--- config.mk ---
export PLATFORM = sky130hd
export DESIGN_NAME = lpht_probe_ctrl
export DESIGN_NICKNAME = d
export VERILOG_FILES = /design/src/sv/lpht_pkg.sv /design/src/sv/lpht_probe_ctrl.sv
export VERILOG_INCLUDE_DIRS = /design/src /design/src/sv
export SDC_FILE = /design/constraint.sdc
export NUM_CORES = 1
export LEC_CHECK = 0
export ABC_AREA = 1
export ABC_CLOCK_PERIOD_IN_PS = 3600
export BUFFER_PORTS_ARGS = -buffer_cell sky130_fd_sc_hd__buf_4
export CAP_MARGIN = 20
export CORE_UTILIZATION = 41
export CTS_BUF_LIST = sky130_fd_sc_hd__clkbuf_4 sky130_fd_sc_hd__clkbuf_8 sky130_fd_sc_hd__clkbuf_16
export CTS_CLUSTER_SIZE = 8
export DETAILED_ROUTE_END_ITERATION = 6
export HOLD_SLACK_MARGIN = 0.1
export MAX_ROUTING_LAYER = met4
export PLACE_DENSITY = 0.82
export SLEW_MARGIN = 20
export SYNTH_ARGS = -nofsm -noshare
export SYNTH_HDL_FRONTEND = slang
export SYNTH_SLANG_ARGS = --single-unit
--- constraint.sdc ---
create_clock -name clk -period 3.6 [get_ports clk]
set_clock_uncertainty 0.15 [all_clocks]
set_input_delay 0.72 -clock clk [delete_from_list [all_inputs] [get_ports clk]]
set_output_delay 0.72 -clock clk [all_outputs]
set_load 0.1 [all_outputs]
--- src/sv/linear_probe_hash_table_unit_defines.svh ---
// ----------------------------------------------------------------------------
// Linear probe hash table assertion macros
// Concurrent assertion wrappers that are empty in synthesis.
// ----------------------------------------------------------------------------
`ifndef LINEAR_PROBE_HASH_TABLE_UNIT_DEFINES_SVH
`define LINEAR_PROBE_HASH_TABLE_UNIT_DEFINES_SVH

`ifndef SYNTHESIS
`define LPHT_ASSERT_IMP(lbl, clk, rst_n, ante, cons) \
	lbl: assert property (@(posedge clk) disable iff (!rst_n) (ante) |-> (cons)) \
		else $error("lpht assertion failed");
`define LPHT_ASSERT_NXT(lbl, clk, rst_n, ante, cons) \
	lbl: assert property (@(posedge clk) disable iff (!rst_n) (ante) |=> (cons)) \
		else $error("lpht assertion failed");
`else
`define LPHT_ASSERT_IMP(lbl, clk, rst_n, ante, cons)
`define LPHT_ASSERT_NXT(lbl, clk, rst_n, ante, cons)
`endif

`endif

--- src/sv/lpht_pkg.sv ---
// ----------------------------------------------------------------------------
// Linear probe hash table package
// Sizes, codes and the interface types shared by the table modules.
// ----------------------------------------------------------------------------
package lpht_pkg;

	localparam int SLOT_COUNT = 256;
	localparam int SLOT_BITS  = $clog2(SLOT_COUNT);
	localparam int COUNT_BITS = SLOT_BITS + 1;
	localparam int KEY_BITS   = 16;
	localparam int VALUE_BITS = 32;
	localparam int LOAD_LIMIT = SLOT_COUNT * 3 / 4;

	localparam logic [SLOT_BITS-1:0]  SLOT_LAST   = SLOT_BITS'(SLOT_COUNT - 1);
	localparam logic [COUNT_BITS-1:0] COUNT_LIMIT = COUNT_BITS'(LOAD_LIMIT);

	localparam logic CMD_GET = 1'b0;
	localparam logic CMD_SET = 1'b1;

	localparam logic [1:0] STATUS_FOUND = 2'd0;
	localparam logic [1:0] STATUS_NEW   = 2'd1;
	localparam logic [1:0] STATUS_FULL  = 2'd2;

	typedef enum logic {
		ST_IDLE,
		ST_PROBE
	} state_t;

	typedef struct packed {
		logic [SLOT_BITS-1:0]  rd_addr;
		logic                  we;
		logic [SLOT_BITS-1:0]  wr_addr;
		logic [KEY_BITS-1:0]   wr_key;
		logic [VALUE_BITS-1:0] wr_value;
	} mem_req_t;

	typedef struct packed {
		logic                  valid;
		logic [KEY_BITS-1:0]   key;
		logic [VALUE_BITS-1:0] value;
	} mem_rsp_t;

endpackage

--- src/sv/lpht_probe_ctrl.sv ---
// ----------------------------------------------------------------------------
// Linear probe hash table probe sequencer
// Walks the slots one per cycle from the home slot and settles each request.
// ----------------------------------------------------------------------------
`include "linear_probe_hash_table_unit_defines.svh"

module lpht_probe_ctrl (
	input  logic                            clk,
	input  logic                            arst_n,
	input  logic                            start,
	input  logic                            cmd,
	input  logic [lpht_pkg::KEY_BITS-1:0]   key_id,
	input  logic [31:0]                     key_hash,
	input  logic [lpht_pkg::VALUE_BITS-1:0] write_value,
	output logic                            busy,
	output logic                            done,
	output logic [1:0]                      status,
	output logic [lpht_pkg::VALUE_BITS-1:0] read_value,
	output lpht_pkg::mem_req_t              mem_req,
	input  lpht_pkg::mem_rsp_t              mem_rsp
);

	lpht_pkg::state_t                  state_q, state_d;
	logic                              cmd_q;
	logic [lpht_pkg::KEY_BITS-1:0]     key_q;
	logic [lpht_pkg::VALUE_BITS-1:0]   value_q;
	logic [lpht_pkg::SLOT_BITS-1:0]    idx_q;
	logic [lpht_pkg::SLOT_BITS-1:0]    cnt_q;
	logic [lpht_pkg::COUNT_BITS-1:0]   entry_count_q;
	logic                              done_q;
	logic [1:0]                        status_q;
	logic [lpht_pkg::VALUE_BITS-1:0]   read_value_q;

	logic                              accept;
	logic                              hit;
	logic                              empty;
	logic                              finish;
	logic                              insert;
	logic [1:0]                        status_d;
	logic [lpht_pkg::VALUE_BITS-1:0]   read_value_d;

	assign accept = start && (state_q == lpht_pkg::ST_IDLE);
	assign hit    = mem_rsp.valid && (mem_rsp.key == key_q);
	assign empty  = !mem_rsp.valid;
	assign insert = (state_q == lpht_pkg::ST_PROBE) && (cmd_q == lpht_pkg::CMD_SET) &&
		empty && (entry_count_q < lpht_pkg::COUNT_LIMIT);

	always_ff @(posedge clk or negedge arst_n) begin
		if (!arst_n) begin
			state_q       <= lpht_pkg::ST_IDLE;
			entry_count_q <= '0;
			done_q        <= 1'b0;
		end else begin
			state_q <= state_d;
			done_q  <= finish;
			if (insert) begin
				entry_count_q <= entry_count_q + 1'b1;
			end
		end
	end

	always_ff @(posedge clk) begin
		if (accept) begin
			cmd_q   <= cmd;
			key_q   <= key_id;
			value_q <= write_value;
			idx_q   <= key_hash[lpht_pkg::SLOT_BITS-1:0];
			cnt_q   <= '0;
		end else if (state_q == lpht_pkg::ST_PROBE) begin
			idx_q <= idx_q + 1'b1;
			cnt_q <= cnt_q + 1'b1;
		end
		if (finish) begin
			status_q     <= status_d;
			read_value_q <= read_value_d;
		end
	end

	always_comb begin
		state_d          = state_q;
		finish           = 1'b0;
		status_d         = lpht_pkg::STATUS_NEW;
		read_value_d     = '0;
		mem_req.rd_addr  = key_hash[lpht_pkg::SLOT_BITS-1:0];
		mem_req.we       = 1'b0;
		mem_req.wr_addr  = idx_q;
		mem_req.wr_key   = key_q;
		mem_req.wr_value = value_q;
		unique case (state_q)
			lpht_pkg::ST_IDLE: begin
				if (accept) begin
					state_d = lpht_pkg::ST_PROBE;
				end
			end
			lpht_pkg::ST_PROBE: begin
				mem_req.rd_addr = idx_q + 1'b1;
				finish = empty || hit || (cnt_q == lpht_pkg::SLOT_LAST);
				if (finish) begin
					state_d = lpht_pkg::ST_IDLE;
				end
				if (cmd_q == lpht_pkg::CMD_GET) begin
					if (hit) begin
						status_d     = lpht_pkg::STATUS_FOUND;
						read_value_d = mem_rsp.value;
					end
				end else begin
					if (hit) begin
						status_d   = lpht_pkg::STATUS_FOUND;
						mem_req.we = 1'b1;
					end else if (insert) begin
						status_d   = lpht_pkg::STATUS_NEW;
						mem_req.we = 1'b1;
					end else begin
						status_d = lpht_pkg::STATUS_FULL;
					end
				end
			end
			default: begin
				state_d = lpht_pkg::ST_IDLE;
			end
		endcase
	end

	assign busy       = (state_q != lpht_pkg::ST_IDLE);
	assign done       = done_q;
	assign status     = status_q;
	assign read_value = read_value_q;

	// A result strobe lasts a single cycle.
	`LPHT_ASSERT_NXT(a_done_single, clk, arst_n, done_q, !done_q)
	// An accepted transaction makes the block busy on the next cycle.
	`LPHT_ASSERT_NXT(a_accept_busy, clk, arst_n, accept, busy)
	// An insert never pushes the table past its load limit.
	`LPHT_ASSERT_IMP(a_insert_room, clk, arst_n, insert,
		entry_count_q < lpht_pkg::COUNT_LIMIT)
	// Only a found key returns a nonzero value.
	`LPHT_ASSERT_IMP(a_value_zero, clk, arst_n,
		done_q && (status_q != lpht_pkg::STATUS_FOUND), read_value_q == '0)
	// A write only happens when a probe ends.
	`LPHT_ASSERT_IMP(a_write_finish, clk, arst_n, mem_req.we, finish)

endmodule

After elaboration in Yosys (flattened, before gate mapping) --
Index checks and enable logic that the tools add are counted.
Word-level totals: output and inout bits 101, word-level logic and storage cells 42, register bits 110, input port bits 133
Cells by class: add/subtract/negate cells 3, reductions and logical operators 10, equality and inequality tests 2, bitwise gates (word level) 2, $lt $le $gt $ge 1, multiplexer cells 14
Operator list (count):
- $add A8 B1 Y8 const B | 2
- $eq A16 B16 Y1 | 1
- $mux W8 | 2
- $add A9 B1 Y9 const B | 1
- $lt A9 B8 Y1 const B | 1
- $mux W9 | 1
- $eq A8 B8 Y1 const B | 1
- $mux W1 | 7
- $mux W2 | 3
- $logic_and A1 B1 Y1 | 5
- $reduce_or A3 Y1 | 1
- $logic_or A1 B1 Y1 | 2
- $not A1 Y1 | 2
- $pmux W1 S2 | 1
- $reduce_bool A2 Y1 | 1
- $logic_not A1 Y1 | 1

Longest topological paths before layout --
depth in word-level cells 7, gate-level depth with buffers 9, gate-level depth less buffers 9

Worst setup path before layout --
Ideal clock, no wire load.
path type register to output, start point register state_q (netlist: busy), end point output port mem_req[59] (netlist bit), data required time 2.730 ns, data arrival time 3.555 ns, slack -0.825 ns, path buffers 2, cell stages (with the launch flop) 5, path through dfrtp_1 -> buf_4 -> inv_1 -> clkbuf_1 -> o21ai_0
RTL lines:
- start, declared | line lpht_probe_ctrl.sv:23 | lpht_pkg::state_t state_q, state_d;
- start signal, assigned | line lpht_probe_ctrl.sv:50 | state_q <= lpht_pkg::ST_IDLE;
- start signal, assigned | line lpht_probe_ctrl.sv:54 | state_q <= state_d;
- end, declared | line lpht_probe_ctrl.sv:19 | output lpht_pkg::mem_req_t mem_req,

==> out/results.ini <==
[routing]
drtAntennaViolNets = 0
drt_iter0_markers = 159
drt_pass1_iterations = 4
drt-wirelength-per-cell_um = 14.4
postRouteWirelength_mm = 11.0
viasPerCell = 4.61
vias = 3532
drc = 0

[placed_design]
place_congestion = 0.812
pre_cts_slack_ns = 0.602
numPortBuffers = 209
place_hpwl_mm = 8.40

[worst_setup_path]
endpoint_kind = output port
cpMaxStageDelayCell = edfxtp_1
critical_path_class = reg -> out
crit_family = simple AND/OR/NAND/NOR gates
cp.required_ns = 2.73
path_common_cell = nand2_1
cp.arrival_ns = 2.16
cp_num_buf_inv = 2
path_cells = inv_1, nand2_1, nand2_1, nor2_1, nand2_1, nor2_2, nand3_1, a21oi_2, buf_4
worstPathMaxFanout = 3
cp-start-kind = flip-flop
slowest_delay_ns = 0.41

[global_route]
overflow = 0
grt_max_degree = 59
antenna_found_initial = 0
grt_pass1_vias = 3420
grt_usage_pct = 19.2
grt_pass1_wl_mm = 16.3

[floorplan]
ios = 234
core_area_um2 = 10900
die-area_um2 = 11600
fp.dieH_um = 108
rows = 38
initial_core_util_pct = 42.2
die_x_um = 108

[yosys]
synth_fp_nets = 543
postSynth.asyncResetShare_pct = 10.0
ys_seq_area_share_pct = 68.9
synthesis.area_um2 = 4600
ys.flop_type = edfxtp_1
synth-edff-count = 91
synthCells = 407
syn_avg_cell_area_um2 = 11.3
synthDistinctLibCells = 28
yosysWarningCount = 0
ys_ff_latch = 110

[cells_and_area]
layout_commonest_cell = buf_4
fin_nets = 757
multi_input_area_um2 = 1120
area_delta_synth_final_pct = 41.9
nFillCells = 880
final_cell_mix = buf_4, edfxtp_1, nand2_1, inv_1, nor2_1
diodes = 0
drive_above_1_share_pct = 43.1
regArea_um2 = 3170

[status]
status = complete, no violations

[sta]
timing.final.crit_share_pct = 84.3
finalWorstSetupSlack_ns = 0.566
relSlewSlack_pct = 51.5
fmax_mhz = 330
setup_tns_ns = 0
worst_pin_slew_ns = 0.726
slew_violations = 0
setup_viol_count_final = 0
min_period_ns = 3.03
hold_viol = 0
rsz0062_at_grt = no

[clock_tree]
insertion_delay_ns = 0.36
post_cts_resized = 0
cts_buffer_depth = 2
cts_tree = built
cts_buffers = 9
cts_root_buffer = clkbuf_8
clkTransAtPathRegs_ns = 0.09
htreeDepth = 3
numClockSinks = 110

[flow_run]
maxCapViolations = 0

[min_path]
hold_class = reg -> reg

[power_and_ir_drop]
pwr_density_cell_nw_per_um2 = 576
p_leak_uw = 0.00306
vdd_drop_max_uv = 491

## layout make-up
cell class | instances | area share (%)
Inverter | 74 | 4.26
Clock inverter | 7 | 0.997
Tap cell | 140 | 2.68
Sequential cell | 110 | 48.5
Multi-Input combinational cell | 214 | 17.2
Clock buffer | 9 | 1.90
Timing Repair Buffer | 212 | 24.4
## per-layer routing
layer / global-route usage (%) / up-vias / wire length (um)
met3: 3.39 / 14 / 520
met5: - / - / 0
met4: 7.53 / 0 / 212
met1: 20.6 / 1679 / 4240
met2: 35.2 / 119 / 6070
li1: - / 1720 / -
## flip-flops by register name, summed over array words and instances (netlist names)
signal / count
read_value: 32
idx_q: 8
busy: 1
cnt_q: 8
entry_count_q: 9
status: 2
value_q: 32
done: 1
cmd_q: 1
key_q: 16
## timing repair
item                      in CTS  in global routing
hold buffers                   1                  0
buffers inserted               0                  0
hold endpoints to repair      11                  0
## worst reg2reg max path, stage by stage (launching register included)
cell and delay, ns:
dfrtp_1 0.75, inv_1 0.40, nor2_1 0.28, nand4_4 0.60
nor2_1 0.31
## kinds of logic after synthesis
kind of cell	after synthesis	share of synthesized area, %
AOI/OAI and AO/OA	24	2.77
xor gates and xnor gates	12	2.29
adders and majority gates	3	0.816
buffers and inverters	83	7.35
DFF	110	68.9
muxes	1	0.218
and+or+nand+nor	174	17.7
## final timing paths
kind                                  startpoint                to  slack [ns]  cells after the start
worst max-delay path                    key_q[7]       mem_req[56]        0.57                      9
worst min-delay path            entry_count_q[8]  entry_count_q[8]        0.26                      0
worst max register to register              busy     read_value[0]        0.94                      4
worst min register to register  entry_count_q[8]  entry_count_q[8]        0.26                      0
max in group asynchronous                 arst_n  entry_count_q[2]        2.54                      2
min in group asynchronous                 arst_n              done        0.60                      2
## power breakdown
group	total (uW)	switching, uW	internal, uW	leakage, uW
Clock	719	402	318	0.0000964
Sequential	1640	107	1540	0.00107
Combinational	1400	1090	310	0.00189
Total	3760	1590	2170	0.00306
## Yosys cell counts (2+ instances only)
master	instances	area, um2
nand3_1	10	50.1
nand2_1	82	308
inv_1	74	278
buf_6	3	33.8
a21oi_1	4	20.0
nor2_4	3	33.8
nor3_1	3	15.0
nor2_1	38	143
nand2_2	2	12.5
dfrtp_1	11	275
clkbuf_1	5	18.8
xnor2_1	5	43.8
xor2_1	7	61.3
o21ai_0	17	85.1
edfxtp_1	91	2730
dfxtp_1	8	160
nor2_2	31	194
ha_1	3	37.5
## metrics by stage
step                      hold WS (ns)  instances  cell area [um2]  power (uW)  util [%]
after floorplan                  0.274        407             4610        2720         -
after global placement           0.234        749             6330        3040      58.1
after detailed placement         0.237        749             6330        3070      58.1
after CTS                        0.258        766             6530        3780      60.0
after global routing             0.274        766             6530        3890      60.0
final                            0.255        766             6530        3760      60.0
Note: power is estimated with default switching activity, not from simulation.
